[config.mk]
export PLATFORM = sky130hd
export DESIGN_NAME = lre_ctrl
export DESIGN_NICKNAME = d
export VERILOG_FILES = /design/src/hw/rtl/lre_pkg.sv /design/src/hw/rtl/lre_ctrl.sv
export SDC_FILE = /design/constraint.sdc
export NUM_CORES = 1
export LEC_CHECK = 0
export ABC_AREA = 1
export BUFFER_PORTS_ARGS = -buffer_cell sky130_fd_sc_hd__buf_4
export CAP_MARGIN = 25
export CORE_AREA = 2 2 49 70
export DETAILED_ROUTE_END_ITERATION = 10
export DIE_AREA = 0 0 51 72
export GPL_ROUTABILITY_DRIVEN = 0
export PLACE_DENSITY = 0.81
export SLEW_MARGIN = 10
export SYNTH_ARGS = -nofsm -noshare
export SYNTH_HDL_FRONTEND = slang
export SYNTH_SLANG_ARGS = --single-unit
[constraint.sdc]
create_clock -name clk -period 2.5 [get_ports clk]
set_clock_uncertainty 0.2 [all_clocks]
set_input_delay 0.125 -clock clk [delete_from_list [all_inputs] [get_ports clk]]
set_output_delay 0.125 -clock clk [all_outputs]
set_load 0.05 [all_outputs]
[src/hw/rtl/lre_pkg.sv]
`default_nettype none

package lre_pkg;

    localparam int MAX_DEGREE = 63;
    localparam int FRAC_BITS  = 30;     // coefficient fraction bits
    localparam int DATA_FRAC  = 30;     // data is Q2.30
    localparam int DATA_W     = 32;
    localparam int IDX_W      = 6;
    localparam int TABLE_LEN  = 64;

    localparam int COEF_W = FRAC_BITS + 1;      // a_j < 2.0
    localparam int PB_W   = DATA_W + FRAC_BITS; // |P_{j-1}| * b_j
    localparam int PA_W   = DATA_W + COEF_W;    // |xp| * a_j
    localparam int SUM_W  = DATA_W + 3;

    localparam logic [IDX_W-1:0] DEGREE_RESET = IDX_W'(31);

    localparam longint unsigned COEF_ONE = 64'd1 << FRAC_BITS;
    localparam logic signed [DATA_W-1:0] DATA_ONE = DATA_W'(64'd1 << DATA_FRAC);

    // r_j = round(1/(j+1)) with FRAC_BITS fraction bits, entry j
    localparam longint unsigned RECIP_TABLE [0:TABLE_LEN-1] = '{
        (COEF_ONE + 1/2) / 1,   (COEF_ONE + 2/2) / 2,   (COEF_ONE + 3/2) / 3,
        (COEF_ONE + 4/2) / 4,   (COEF_ONE + 5/2) / 5,   (COEF_ONE + 6/2) / 6,
        (COEF_ONE + 7/2) / 7,   (COEF_ONE + 8/2) / 8,   (COEF_ONE + 9/2) / 9,
        (COEF_ONE + 10/2) / 10, (COEF_ONE + 11/2) / 11, (COEF_ONE + 12/2) / 12,
        (COEF_ONE + 13/2) / 13, (COEF_ONE + 14/2) / 14, (COEF_ONE + 15/2) / 15,
        (COEF_ONE + 16/2) / 16, (COEF_ONE + 17/2) / 17, (COEF_ONE + 18/2) / 18,
        (COEF_ONE + 19/2) / 19, (COEF_ONE + 20/2) / 20, (COEF_ONE + 21/2) / 21,
        (COEF_ONE + 22/2) / 22, (COEF_ONE + 23/2) / 23, (COEF_ONE + 24/2) / 24,
        (COEF_ONE + 25/2) / 25, (COEF_ONE + 26/2) / 26, (COEF_ONE + 27/2) / 27,
        (COEF_ONE + 28/2) / 28, (COEF_ONE + 29/2) / 29, (COEF_ONE + 30/2) / 30,
        (COEF_ONE + 31/2) / 31, (COEF_ONE + 32/2) / 32, (COEF_ONE + 33/2) / 33,
        (COEF_ONE + 34/2) / 34, (COEF_ONE + 35/2) / 35, (COEF_ONE + 36/2) / 36,
        (COEF_ONE + 37/2) / 37, (COEF_ONE + 38/2) / 38, (COEF_ONE + 39/2) / 39,
        (COEF_ONE + 40/2) / 40, (COEF_ONE + 41/2) / 41, (COEF_ONE + 42/2) / 42,
        (COEF_ONE + 43/2) / 43, (COEF_ONE + 44/2) / 44, (COEF_ONE + 45/2) / 45,
        (COEF_ONE + 46/2) / 46, (COEF_ONE + 47/2) / 47, (COEF_ONE + 48/2) / 48,
        (COEF_ONE + 49/2) / 49, (COEF_ONE + 50/2) / 50, (COEF_ONE + 51/2) / 51,
        (COEF_ONE + 52/2) / 52, (COEF_ONE + 53/2) / 53, (COEF_ONE + 54/2) / 54,
        (COEF_ONE + 55/2) / 55, (COEF_ONE + 56/2) / 56, (COEF_ONE + 57/2) / 57,
        (COEF_ONE + 58/2) / 58, (COEF_ONE + 59/2) / 59, (COEF_ONE + 60/2) / 60,
        (COEF_ONE + 61/2) / 61, (COEF_ONE + 62/2) / 62, (COEF_ONE + 63/2) / 63,
        (COEF_ONE + 64/2) / 64
    };

    // controller -> datapath
    typedef struct packed {
        logic             load;     // latch clamped x, value = 1.0
        logic             emit_x;   // value = x, start recurrence
        logic             mul1;     // x*P_j and |P_{j-1}|*b_j
        logic             rnd;      // round both products
        logic             mul2;     // |xp|*a_j
        logic             sum;      // subtract, saturate, advance
        logic [IDX_W-1:0] j;
    } cmd_t;

endpackage

`default_nettype wire

[src/hw/rtl/lre_ctrl.sv]
`default_nettype none

module lre_ctrl (
    input  wire logic                          clk,
    input  wire logic                          rst_n,
    input  wire logic                          start,
    output logic                               busy,
    input  wire logic                          cfg_valid,
    output logic                               cfg_ready,
    input  wire logic [lre_pkg::IDX_W-1:0]     cfg_data,
    output logic                               result_valid,
    output logic [lre_pkg::IDX_W-1:0]          poly_index,
    output logic                               last,
    output lre_pkg::cmd_t                      cmd
);

    localparam int IW = lre_pkg::IDX_W;

    typedef enum logic [5:0] {
        ST_IDLE = 6'b000001,
        ST_P1   = 6'b000010,
        ST_MUL1 = 6'b000100,
        ST_RND  = 6'b001000,
        ST_MUL2 = 6'b010000,
        ST_SUM  = 6'b100000
    } state_t;

    state_t          state_reg, state_next;
    logic [IW-1:0]   degree_reg, degree_next;
    logic [IW-1:0]   n_reg, n_next;
    logic [IW-1:0]   j_reg, j_next;
    logic            valid_reg, valid_next;
    logic [IW-1:0]   index_reg, index_next;
    logic            last_reg, last_next;
    logic [IW-1:0]   n_eff;
    logic [IW-1:0]   j_inc;

    assign busy         = (state_reg != ST_IDLE);
    assign cfg_ready    = ~busy;
    assign result_valid = valid_reg;
    assign poly_index   = index_reg;
    assign last         = last_reg;

    assign n_eff = (degree_reg > IW'(lre_pkg::MAX_DEGREE)) ? IW'(lre_pkg::MAX_DEGREE)
                                                           : degree_reg;
    assign j_inc = j_reg + 1'b1;

    always_comb
    begin
        state_next  = state_reg;
        degree_next = degree_reg;
        n_next      = n_reg;
        j_next      = j_reg;
        valid_next  = 1'b0;
        index_next  = index_reg;
        last_next   = last_reg;
        cmd         = '0;
        cmd.j       = j_reg;

        if (cfg_valid && cfg_ready)
            degree_next = cfg_data;

        case (state_reg)
            ST_IDLE:
            begin
                if (start)
                begin
                    cmd.load   = 1'b1;
                    valid_next = 1'b1;
                    index_next = '0;
                    last_next  = (n_eff == '0);
                    n_next     = n_eff;
                    state_next = (n_eff == '0) ? ST_IDLE : ST_P1;
                end
            end
            ST_P1:
            begin
                cmd.emit_x = 1'b1;
                valid_next = 1'b1;
                index_next = IW'(1);
                last_next  = (n_reg == IW'(1));
                j_next     = IW'(1);
                state_next = (n_reg == IW'(1)) ? ST_IDLE : ST_MUL1;
            end
            ST_MUL1:
            begin
                cmd.mul1   = 1'b1;
                state_next = ST_RND;
            end
            ST_RND:
            begin
                cmd.rnd    = 1'b1;
                state_next = ST_MUL2;
            end
            ST_MUL2:
            begin
                cmd.mul2   = 1'b1;
                state_next = ST_SUM;
            end
            ST_SUM:
            begin
                cmd.sum    = 1'b1;
                valid_next = 1'b1;
                index_next = j_inc;
                last_next  = (j_inc == n_reg);
                j_next     = j_inc;
                state_next = (j_inc == n_reg) ? ST_IDLE : ST_MUL1;
            end
            default:
            begin
                state_next = ST_IDLE;
            end
        endcase
    end

    always_ff @(posedge clk or negedge rst_n)
    begin
        if (!rst_n)
        begin
            state_reg  <= ST_IDLE;
            degree_reg <= lre_pkg::DEGREE_RESET;
            n_reg      <= '0;
            j_reg      <= '0;
            valid_reg  <= 1'b0;
            index_reg  <= '0;
            last_reg   <= 1'b0;
        end
        else
        begin
            state_reg  <= state_next;
            degree_reg <= degree_next;
            n_reg      <= n_next;
            j_reg      <= j_next;
            valid_reg  <= valid_next;
            index_reg  <= index_next;
            last_reg   <= last_next;
        end
    end

endmodule

`default_nettype wire

======== After elaboration in Yosys (flattened, before gate mapping) ========
Index checks and enable logic that the tools add are counted.
word-level totals
  word-level logic and storage cells ...... 46
  RAM bits ................................ 0
  register bits after elaboration ......... 32
  bits in read-only memories .............. 0
  input port bits ......................... 10
  memories kept ........................... 0
  bits in latches ......................... 0
operators by class
  div/mod/pow operators ................... 0
  muxes and demuxes ....................... 19
  multipliers ............................. 0
  add/subtract/negate cells ............... 1
  reductions and logical operators ........ 7
  eq/ne operators ......................... 10
  bitwise gates (word level) .............. 1
  shift operators ......................... 0
  magnitude comparators ................... 1
operator list
  cell                   number
  $pmux W6 S6            1
  $mux W6                3
  $pmux W6 S3            1
  $eq A6 B1 Y1 const B   2
  $pmux W6 S2            1
  $mux W1                8
  $add A6 B1 Y6 const B  1
  $eq A6 B2 Y1 const B   1
  $eq A6 B3 Y1 const B   1
  $eq A6 B4 Y1 const B   1
  $eq A6 B5 Y1 const B   1
  $eq A6 B6 Y1           1
  $eq A6 B6 Y1 const B   1
  $gt A6 B6 Y1 const B   1
  $logic_not A6 Y1       1
  $mux W3                2
  $ne A6 B1 Y1 const B   1
  $reduce_and A2 Y1      2
  $pmux W1 S3            1
  $reduce_bool A3 Y1     1
  $mux W2                1
  $ne A2 B2 Y1 const B   1
  $pmux W1 S2            1
  $reduce_bool A2 Y1     1
  3 further kinds        3

======== Longest topological paths before layout ========
Gate-level depths: netlist of run 1.
  depth in word-level cells ............... 6
  mapped depth ............................ 13
  depth with buffers taken out ............ 13

======== Worst setup path before layout of run 1 ========
Ideal clock, no wire load.
  path kind ............................... flip-flop to flip-flop
  start ................................... register state_reg[0]
  end ..................................... register degree_reg[5]
  path slack .............................. 0.319 ns
  cell stages (with the launch flop) ...... 7
  arrival ................................. 1.857 ns
  buffers on the path ..................... 0
  data required time ...................... 2.175 ns
  clock period less this slack ............ 2.181 ns
  cell sequence ........................... dfstp_2 -> inv_1 -> nor2_4 -> nand3_4 -> inv_1 -> nand2_1 -> mux2_2
between the ends
  word-level cells in the longest chain between the ends .. 3
ends and longest elaborated chain
  element                 line             text
  start, declared         lre_ctrl.sv:28   state_t state_reg, state_next;
  start signal, assigned  lre_ctrl.sv:130  state_reg <= state_next;
  $ne A6 B1 Y1            lre_ctrl.sv:38   assign busy = (state_reg != ST_IDLE);
  via busy                lre_ctrl.sv:7    output logic busy,
  $not A1 Y1              lre_ctrl.sv:39   assign cfg_ready = ~busy;
  via cfg_ready           lre_ctrl.sv:9    output logic cfg_ready,
  $logic_and A1 B1 Y1     lre_ctrl.sv:60   if (cfg_valid && cfg_ready)
  end signal, assigned    lre_ctrl.sv:121  degree_reg <= lre_pkg::DEGREE_RESET;
  end signal, assigned    lre_ctrl.sv:131  degree_reg <= degree_next;
  end, declared           lre_ctrl.sv:29   logic [IW-1:0] degree_reg, degree_next;
The timed path passes the listed nets, and every way through them passes these cells.
A chain may end at the register's enable or synchronous reset.

==> flow_metrics.env, run 1 <==
export IMPL_ant_nets=0
export IMPL_cts_sinks=32
export IMPL_max_cap_violations=0
export IMPL_initial_utilization_pct=52.52
export IMPL_fp_row_count=24
export IMPL_grt_antenna_before_repair=0
export IMPL_startpoint_type="flip-flop"
export IMPL_slew_headroom_pct=74.27
export IMPL_crit_required_ps=2170
export IMPL_synth_edf_count=0
export IMPL_syn_inst=190
export IMPL_htreeDepth=2
export IMPL_design_area_um2=2052
export IMPL_grt_pass1_vias=1296
export IMPL_num_antenna_cells=0
export IMPL_ys_warn_count=0
export IMPL_synth_seq_area_share_pct=50.75
export IMPL_vias=1328
export IMPL_instances_no_fill=273
export IMPL_hold_ws_ps=74.28
export IMPL_io_pins=32
export IMPL_hold_viol=0
export IMPL_gr_total_overflow=0
export IMPL_fillers=250
export IMPL_cts_hold_buffers=7
export IMPL_hold_path_class="in2reg"
export IMPL_async_flop_share_pct=100.0
export IMPL_place_inst=258
export IMPL_final_common_cell="nand2_1"
export IMPL_track_usage_pct=20.84
export IMPL_crit_chain="nor2_1, inv_1, nor2_1, nand3_2, clkinv_1, buf_4"
export IMPL_drv_slew=0
export IMPL_power_density_nw_per_um2=1091
export IMPL_fin_crit_sh_pct=80.23
export IMPL_cts_setup_buffers=0
export IMPL_cpLargestDelayFamily="simple AND/OR/NAND/NOR gates"
export IMPL_end_kind="primary output"
export IMPL_ys_seq_elements=32
export IMPL_syn2layout_area_growth_pct=28.83
export IMPL_wl_per_cell_um=11.62
export IMPL_drt_vias_per_instance=4.864
export IMPL_synthFlopType="dfrtp_1"
export IMPL_crit_top_cell="nor2_1"
export IMPL_slowest_delay_ps=420
export IMPL_drt_initial_drc_count=25
export IMPL_final_cell_mix="nand2_1, buf_4, inv_1"
export IMPL_fin_crit_ps=2006
export IMPL_cts_tree="built"
export IMPL_coreArea_um2=3033
export IMPL_power_total_uw=2239
export IMPL_dpl_cell_area_um2=1856
export IMPL_crit_type="reg2out"
export IMPL_synthDistinctLibCells=29
export IMPL_clock_fmax_ghz=0.4986
export IMPL_dp_hpwl_mm=2.313
export IMPL_cts_resized=0
export IMPL_cts_buffers=5
export IMPL_drive_gt1_share_pct=26.92
export IMPL_setup_viol=0
export IMPL_port_buffers=31
export IMPL_die_w_um=51
export IMPL_route_detailed_drc=0
export IMPL_crit_fanout=8
export IMPL_routed_wirelength_mm=3.171
export IMPL_cts_reportedPaths_clkPinSlew_ps=60
export IMPL_grt_pass1_wl_mm=5.589
export IMPL_clockRootBuffer="clkbuf_8"
export IMPL_rsz0062_at_grt="no"
export IMPL_critical_path_arrival_ps=1680
export IMPL_die_area_um2=3672
export IMPL_critPathSlowestCell="dfrtp_1"
export IMPL_status="completed"
export IMPL_syn_area_per_cell_um2=8.383
export IMPL_cp_num_buf_inv=3
export IMPL_grt_max_degree=33
export IMPL_worstSkewPairLatency_ps=290
export IMPL_vdd_drop_max_mv=0.8768
export IMPL_die_height_um=72
export IMPL_tns_ps=0
export IMPL_layout_nets=244
export IMPL_first_pass_iters=4
export IMPL_syn_num_nets=201
export IMPL_clockBufferDepth=2
export IMPL_synth_area_um2=1593
export IMPL_worst_pin_slew_ps=386.0
export IMPL_p_leak_uw=0.001091
-- final timing paths --
check,from,endpoint,slack [ps],cells past startpoint
worst max-delay path,state_reg[1],cmd[6],490,6
worst min-delay path,start,n_reg[3],70,5
min in group asynchronous,rst_n,poly_index[2],100,2
worst max register to register,state_reg[0],last,590,10
worst min register to register,poly_index[3],poly_index[3],270,2
max in group asynchronous,rst_n,degree_reg[0],1680,2
-- metrics by stage --
stage | setup slack (ps) | util (%)
after floorplan | 318.7 | -
after detailed placement | 577.0 | 61.18
final | 494.2 | 67.66
after global routing | 299.6 | 67.66
after global placement | 597.2 | 61.18
after CTS | 499.6 | 67.66
-- cell type report --
type / count / area [um2] / area share (%)
Clock buffer: 7 / 96.34 / 4.695
Clock inverter: 1 / 30.03 / 1.463
Tap cell: 39 / 48.80 / 2.378
Inverter: 33 / 130.1 / 6.341
Sequential cell: 32 / 808.3 / 39.39
Multi-Input combinational cell: 123 / 635.6 / 30.98
Timing Repair Buffer: 38 / 302.8 / 14.76
-- worst register-to-register path: stages (launching register included) --
cell	delay [ps]
dfstp_2	530
inv_1	70
nor2_4	100
nand3_4	100
nor2_4	270
inv_4	70
or2_4	250
nand2_2	60
nand3_1	80
nand2_1	60
inv_1	30
-- Yosys cell counts (2+ instances only) --
| library cell | number | area share, % |
|---|---|---|
| nand2_1 | 44 | 10 |
| inv_1 | 27 | 6.4 |
| dfrtp_1 | 26 | 41 |
| nand3_1 | 22 | 6.9 |
| nor2_1 | 14 | 3.3 |
| o21ai_0 | 13 | 4.1 |
| dfstp_2 | 6 | 9.9 |
| nand4_1 | 5 | 2.0 |
| a21oi_1 | 4 | 1.3 |
| nor2_4 | 3 | 2.1 |
| nor3_1 | 3 | 0.94 |
| inv_2 | 2 | 0.47 |
| inv_4 | 2 | 0.79 |
| mux2_2 | 2 | 1.4 |
| nand2_2 | 2 | 0.79 |
| nand3_2 | 2 | 1.3 |
-- layer usage --
metal	share of wire [%]	GRT usage (%)
met1	40	23.56
met2	53	35.50
met3	4.6	6.379
met4	2.3	9.610
met5	0	0
-- logic make-up after synthesis --
kind of cell | share of synthesized area, %
AO/OA/AOI/OAI | 5.342
multiplexers | 1.414
flip-flops | 50.75
adder cells (fa/ha/maj) | 0.7854
buffers and inverters | 9.347
AND/OR/NAND/NOR | 31.27
XOR/XNOR | 1.100
-- power breakdown --
group	internal [uW]	switching [uW]	leakage (uW)
combinational	305	595	0.000621
sequential	698	99.9	0.000406
clock	351	190	0.0000645
No activity file was read; power rests on OpenSTA's default activity.
==> run 2: changes to the inputs <==
--- a/config.mk
+++ b/config.mk
@@ -8,11 +8,11 @@
 export ABC_AREA = 1
 export BUFFER_PORTS_ARGS = -buffer_cell sky130_fd_sc_hd__buf_4
 export CAP_MARGIN = 25
-export CORE_AREA = 2 2 49 70
+export CORE_AREA = 2 2 52 74
 export DETAILED_ROUTE_END_ITERATION = 10
-export DIE_AREA = 0 0 51 72
+export DIE_AREA = 0 0 54 76
 export GPL_ROUTABILITY_DRIVEN = 0
-export PLACE_DENSITY = 0.81
+export PLACE_DENSITY = 0.77
 export SLEW_MARGIN = 10
 export SYNTH_ARGS = -nofsm -noshare
 export SYNTH_HDL_FRONTEND = slang
==> constraint.sdc (replaced) <==
create_clock -name clk -period 1.7 [get_ports clk]
set_clock_uncertainty 0.2 [all_clocks]
set_input_delay 0.085 -clock clk [delete_from_list [all_inputs] [get_ports clk]]
set_output_delay 0.085 -clock clk [all_outputs]
set_load 0.05 [all_outputs]
==> run 2 against run 1 <==
Global-route usage is 1.2 points lower. Non-clock buffer count is 19 higher. The flow now finishes with violations (setup timing). Final cell count is 8.1% higher. Final area is 16% higher. Count of clock-buffer cells in the layout stayed put. First-iteration DRC count is 16% higher. Sequential share of layout area is 5.1 points lower. Die area is 12% higher. Critical path type unchanged. Largest cell class unchanged. Power is 69% higher. Worst hold slack worse by 9.9 ps. Critical path depth stayed put.
==> flow_metrics.env, run 2 (synthesis gave the netlist of run 1 again) <==
export IMPL_status="finished, violations left"
export IMPL_violations="setup timing"
export IMPL_vdd_drop_max_mv=1.543
export IMPL_vias=1449
export IMPL_grt_pass1_vias=1424
export IMPL_met3_usage_pct=5.294
export IMPL_setup_viol=11
export IMPL_io_pins=32
export IMPL_tns_ps=-249.3
export IMPL_worst_pin_slew_ps=392.8
export IMPL_die_area_um2=4104
export IMPL_drt_initial_drc_count=29
export IMPL_busiest_layer="met2"
export IMPL_hold_start="start"
export IMPL_max_cap_violations=0
export IMPL_cts_buffers=5
export IMPL_seq_area_um2=813.3
export IMPL_syn2layout_area_growth_pct=49.02
export IMPL_initial_utilization_pct=45.33
export IMPL_swShare_pct=38.91
export IMPL_power_frac_comb_pct=47.6
export IMPL_wl_per_cell_um=12.24
export IMPL_seq_power_share_pct=31.2
export IMPL_cts_tree="built"
export IMPL_ant_nets=0
export IMPL_place_ws_ps=-1.444
export IMPL_use_met2_pct=33.54
export IMPL_clockBufferDepth=2
export IMPL_hold_path_class="in2reg"
export IMPL_final_cell_mix="buf_4, nand2_1, dfrtp_1"
export IMPL_num_antenna_cells=0
export IMPL_place_inst=270
export IMPL_worstSetupStartpoint="state_reg[0]"
export IMPL_first_pass_iters=4
export IMPL_drt_vias_per_instance=4.912
export IMPL_grt_pass1_wl_mm=5.982
export IMPL_fin_crit_ps=1768
export IMPL_critical_path_arrival_ps=1480
export IMPL_cts_sinks=32
export IMPL_cts_reportedPaths_clkPinSlew_ps=60
export IMPL_p_leak_uw=0.001205
export IMPL_clkPwrFrac_pct=21.2
export IMPL_final_common_cell="buf_4"
export IMPL_end_kind="primary output"
export IMPL_final_core_util_pct=67.56
export IMPL_fillers=283
export IMPL_gr_total_overflow=0
export IMPL_startpoint_type="flip-flop"
export IMPL_dp_hpwl_mm=2.347
export IMPL_multi_input_area_um2=726.9
export IMPL_switching_power_uw=1468
export IMPL_worstSkewPairLatency_ps=290
export IMPL_power_density_nw_per_um2=1590
export IMPL_drive_gt1_share_pct=44.27
export IMPL_crit_fanout=3
export IMPL_routed_wirelength_mm=3.610
export IMPL_setup_ws_ps=-68.46
export IMPL_fin_crit_sh_pct=104.0
export IMPL_route_detailed_drc=0
export IMPL_hold_ws_ps=64.35
export IMPL_die_w_um=54
export IMPL_layout_nets=263
export IMPL_rr_startpoint="state_reg[2]"
export IMPL_crit_required_ps=1410
export IMPL_instances_no_fill=295
export IMPL_fp_row_count=26
export IMPL_met1_usage_pct=22.02
export IMPL_rsz0062_at_grt="yes"
export IMPL_coreArea_um2=3513
export IMPL_hold_viol=0
export IMPL_slew_headroom_pct=73.81
export IMPL_clockRootBuffer="clkbuf_8"
export IMPL_intPower_uw=2305
export IMPL_port_buffers=31
export IMPL_grt_antenna_before_repair=0
export IMPL_die_height_um=76
export IMPL_htreeDepth=2
export IMPL_grt_max_degree=33
export IMPL_clock_fmax_ghz=0.5655
export IMPL_track_usage_pct=19.67
export IMPL_drv_slew=0
export IMPL_crit_type="reg2out"
run 2: cell types whose count changed in the layout (fill, tap and decap cells not counted), moves of 5 or more:
cell     change
nand2_1     -11
buf_4        +7
nand2_2      +9
nor2_2       +5
inv_1        -6
nor2_1       -6
buf_6        +6
run 2: final cells by class:
type / count / area share (%)
clock buffers: 7 / 4.059
well taps: 42 / 2.214
multi-input cells: 123 / 30.63
flip-flops and latches: 32 / 34.26
inverters: 33 / 5.957
clock inverters: 1 / 1.265
repair buffers: 57 / 21.61
run 2: stage by stage:
stage | instance area, um2 | total power [uW]
3_3_place_gp | 1971 | 2646
5_1_grt | 2374 | 4019
6_report | 2374 | 3774
2_1_floorplan | 1642 | 2261
4_1_cts | 2298 | 3707
3_5_place_dp | 1971 | 2676
run 2: power groups by stage:
stage,sequential [uW],clock [uW],combinational (uW)
after floorplan,1320,0,945
after global placement,1180,0,1470
after detailed placement,1190,0,1490
after CTS,1180,818,1710
after global routing,1210,856,1950
final,1180,799,1800
run 2: routing by layer:
layer	wire length, um	vias up
met2	1968	40
met1	1405	677
li1	-	725
met5	0	-
met3	144	7
met4	92	0
run 2: worst paths after layout:
kind	endpoint	slack [ps]	cells after the start
max	cmd[11]	-70	6
min	state_reg[1]	60	6
max reg2reg	last	-40	12
min reg2reg	degree_reg[0]	280	2
max in group asynchronous	degree_reg[0]	910	2
min in group asynchronous	n_reg[1]	70	2
run 2: worst max-delay path, stage by stage, from the launching register on:
cell and delay (ps):
dfstp_2 550, inv_2 50, nor2_4 90, nand3_4 90, nor2_4 130, buf_6 140
buf_8 140
run 2: repair_timing:
action | 4_1_cts | 5_1_grt
hold buffers | 8 | 0
setup endpoints to repair | 13 | 20
pin swaps | 6 | 6
hold endpoints to repair | 38 | 0
setup buffers | 6 | 3
resized for setup | 20 | 16
==> run 3: changes to the inputs <==
--- a/config.mk
+++ b/config.mk
@@ -8,11 +8,12 @@
 export ABC_AREA = 1
 export BUFFER_PORTS_ARGS = -buffer_cell sky130_fd_sc_hd__buf_4
 export CAP_MARGIN = 25
-export CORE_AREA = 2 2 52 74
+export CORE_AREA = 2 2 65 92
+export CTS_BUF_LIST = sky130_fd_sc_hd__clkbuf_8
 export DETAILED_ROUTE_END_ITERATION = 10
-export DIE_AREA = 0 0 54 76
+export DIE_AREA = 0 0 67 94
 export GPL_ROUTABILITY_DRIVEN = 0
-export PLACE_DENSITY = 0.77
+export PLACE_DENSITY = 0.54
 export SLEW_MARGIN = 10
 export SYNTH_ARGS = -nofsm -noshare
 export SYNTH_HDL_FRONTEND = slang
==> run 3 against run 2 <==
The run still ends with setup timing left. Setup slack better by 50 ps. Worst hold slack better by 5.4 ps. Final area is 3.4% higher. First-iteration DRC count is 3.4% lower. Critical path depth stayed put. Combinational power hardly changed. Critical endpoint is now cfg_ready. Largest cell class unchanged. Largest power group unchanged.
==> flow_metrics.env, run 3 (synthesis gave the netlist of run 1 again) <==
export IMPL_intPower_uw=2178
export IMPL_first_pass_iters=4
export IMPL_critical_path_arrival_ps=1430
export IMPL_rsz0062_at_grt="yes"
export IMPL_drt_initial_drc_count=28
export IMPL_grt_max_degree=33
export IMPL_p_leak_uw=0.001239
export IMPL_reg2reg_to="last"
export IMPL_cts_reportedPaths_clkPinSlew_ps=60
export IMPL_clkPwrFrac_pct=17.4
export IMPL_violations="setup timing"
export IMPL_fin_crit_sh_pct=101.1
export IMPL_clockBufferDepth=2
export IMPL_fp_row_count=32
export IMPL_hold_viol=0
export IMPL_dp_hpwl_mm=2.678
export IMPL_hold_start="start"
export IMPL_final_common_cell="buf_4"
export IMPL_r2r_worst_path_cells=10
export IMPL_route_detailed_drc=0
export IMPL_slew_headroom_pct=72.95
export IMPL_io_pins=32
export IMPL_clock_fmax_ghz=0.5819
export IMPL_design_area_um2=2455
export IMPL_routed_wirelength_mm=3.634
export IMPL_r2r_slack_ps=-10
export IMPL_num_antenna_cells=0
export IMPL_drt_vias_per_instance=4.280
export IMPL_status="finished, violations left"
export IMPL_swShare_pct=39.96
export IMPL_vias=1404
export IMPL_htreeDepth=2
export IMPL_setup_ws_ps=-18.42
export IMPL_power_frac_comb_pct=50.1
export IMPL_grt_pass1_vias=1339
export IMPL_met1_usage_pct=14.21
export IMPL_die_height_um=94
export IMPL_instances_no_fill=328
export IMPL_power_density_nw_per_um2=1478
export IMPL_coreArea_um2=5445
export IMPL_rr_startpoint="state_reg[0]"
export IMPL_crit_required_ps=1410
export IMPL_initial_utilization_pct=29.25
export IMPL_whs_endpoint="state_reg[1]"
export IMPL_use_met2_pct=20.38
export IMPL_grt_antenna_before_repair=0
export IMPL_startpoint_type="flip-flop"
export IMPL_holdPathStages=6
export IMPL_worst_pin_slew_ps=405.8
export IMPL_cts_tree="built"
export IMPL_crit_fanout=2
export IMPL_gr_total_overflow=0
export IMPL_grt_pass1_wl_mm=5.740
export IMPL_ant_nets=0
export IMPL_busiest_layer="met2"
export IMPL_die_area_um2=6298
export IMPL_fin_crit_ps=1718
export IMPL_power_total_uw=3628
export IMPL_clockRootBuffer="clkbuf_8"
export IMPL_hold_path_class="in2reg"
export IMPL_dpl_cell_area_um2=2061
export IMPL_crit_type="reg2out"
export IMPL_worstSkewPairLatency_ps=290
export IMPL_tns_ps=-29.27
export IMPL_end_kind="primary output"
export IMPL_drive_gt1_share_pct=44.62
export IMPL_max_cap_violations=0
export IMPL_setup_viol=2
export IMPL_seq_power_share_pct=32.5
export IMPL_track_usage_pct=12.31
export IMPL_cts_buffers=5
export IMPL_place_inst=302
export IMPL_layout_nets=270
export IMPL_final_cell_mix="buf_4, nand2_1, inv_1, dfrtp_1, nand3_1"
export IMPL_drv_slew=0
export IMPL_die_w_um=67
export IMPL_met3_usage_pct=3.237
export IMPL_port_buffers=31
export IMPL_vdd_drop_max_mv=1.185
export IMPL_final_core_util_pct=45.08
export IMPL_cts_sinks=32
export IMPL_wl_per_cell_um=11.08
export IMPL_switching_power_uw=1450
export IMPL_syn2layout_area_growth_pct=54.12
## run 3: cell types whose count changed in the layout (fill, tap and decap cells not counted), moves of 2 or more
cell and delta:
buf_4 +7, nand2_1 +7, nand2_2 -8, nand3_1 -2, nand3_2 +2, nor2_4 +2
## run 3: timing repair
action                     in CTS  in global routing
hold endpoints to repair       38                  0
gates resized for setup        12                 26
hold buffers                    8                  0
pin swaps                       3                 11
setup endpoints to repair       5                 21
setup buffers                   1                  9
## run 3: worst max path at each step
stage                end  cells after the start  slack (ps)    startpoint
2_1_floorplan       last                     11        -300  state_reg[0]
3_3_place_gp        last                     10          20  state_reg[0]
3_5_place_dp        last                     10          -5  state_reg[0]
4_1_cts           cmd[7]                      7         -20  state_reg[0]
5_1_grt             last                     10        -110  state_reg[0]
6_report       cfg_ready                      6         -20  state_reg[0]
## run 3: final cells by class
| class | instances | area, um2 |
|---|---|---|
| clock buffer | 7 | 96.34 |
| clock inverter | 1 | 3.754 |
| fill | 574 | 2990 |
| inverter | 33 | 141.4 |
| multi-input combinational | 123 | 749.5 |
| sequential | 32 | 813.3 |
| tap | 68 | 85.08 |
| timing repair buffer | 64 | 565.5 |
## run 3: stage by stage
| stage | setup WS [ps] | hold WS [ps] |
|---|---|---|
| 2_1_floorplan | -299.9 | -410.6 |
| 3_3_place_gp | 16.65 | -146.4 |
| 3_5_place_dp | -4.913 | -149.0 |
| 4_1_cts | -20.59 | 70.99 |
| 5_1_grt | -109.9 | 85.96 |
| 6_report | -18.42 | 69.72 |
## run 3: power by group through the flow
| stage | Clock (uW) | Combinational (uW) | Sequential [uW] |
|---|---|---|---|
| after floorplan | 0 | 945 | 1320 |
| after global placement | 0 | 1610 | 1180 |
| after detailed placement | 0 | 1620 | 1190 |
| after CTS | 657 | 1710 | 1170 |
| after global routing | 697 | 1970 | 1210 |
| final | 632 | 1820 | 1180 |
## run 3: critical path, cell delays in order (launching register included)
cell	delay, ps
dfstp_2	550
inv_2	50
nor2_4	90
nand3_4	90
buf_6	140
clkinvlp_4	90
buf_8	150
## run 3: metal layers
metal / share of wire (%) / wire length (um)
met5: 0 / 0
met4: 2.1 / 77
met3: 4.0 / 145
met2: 53 / 1912
met1: 41 / 1499
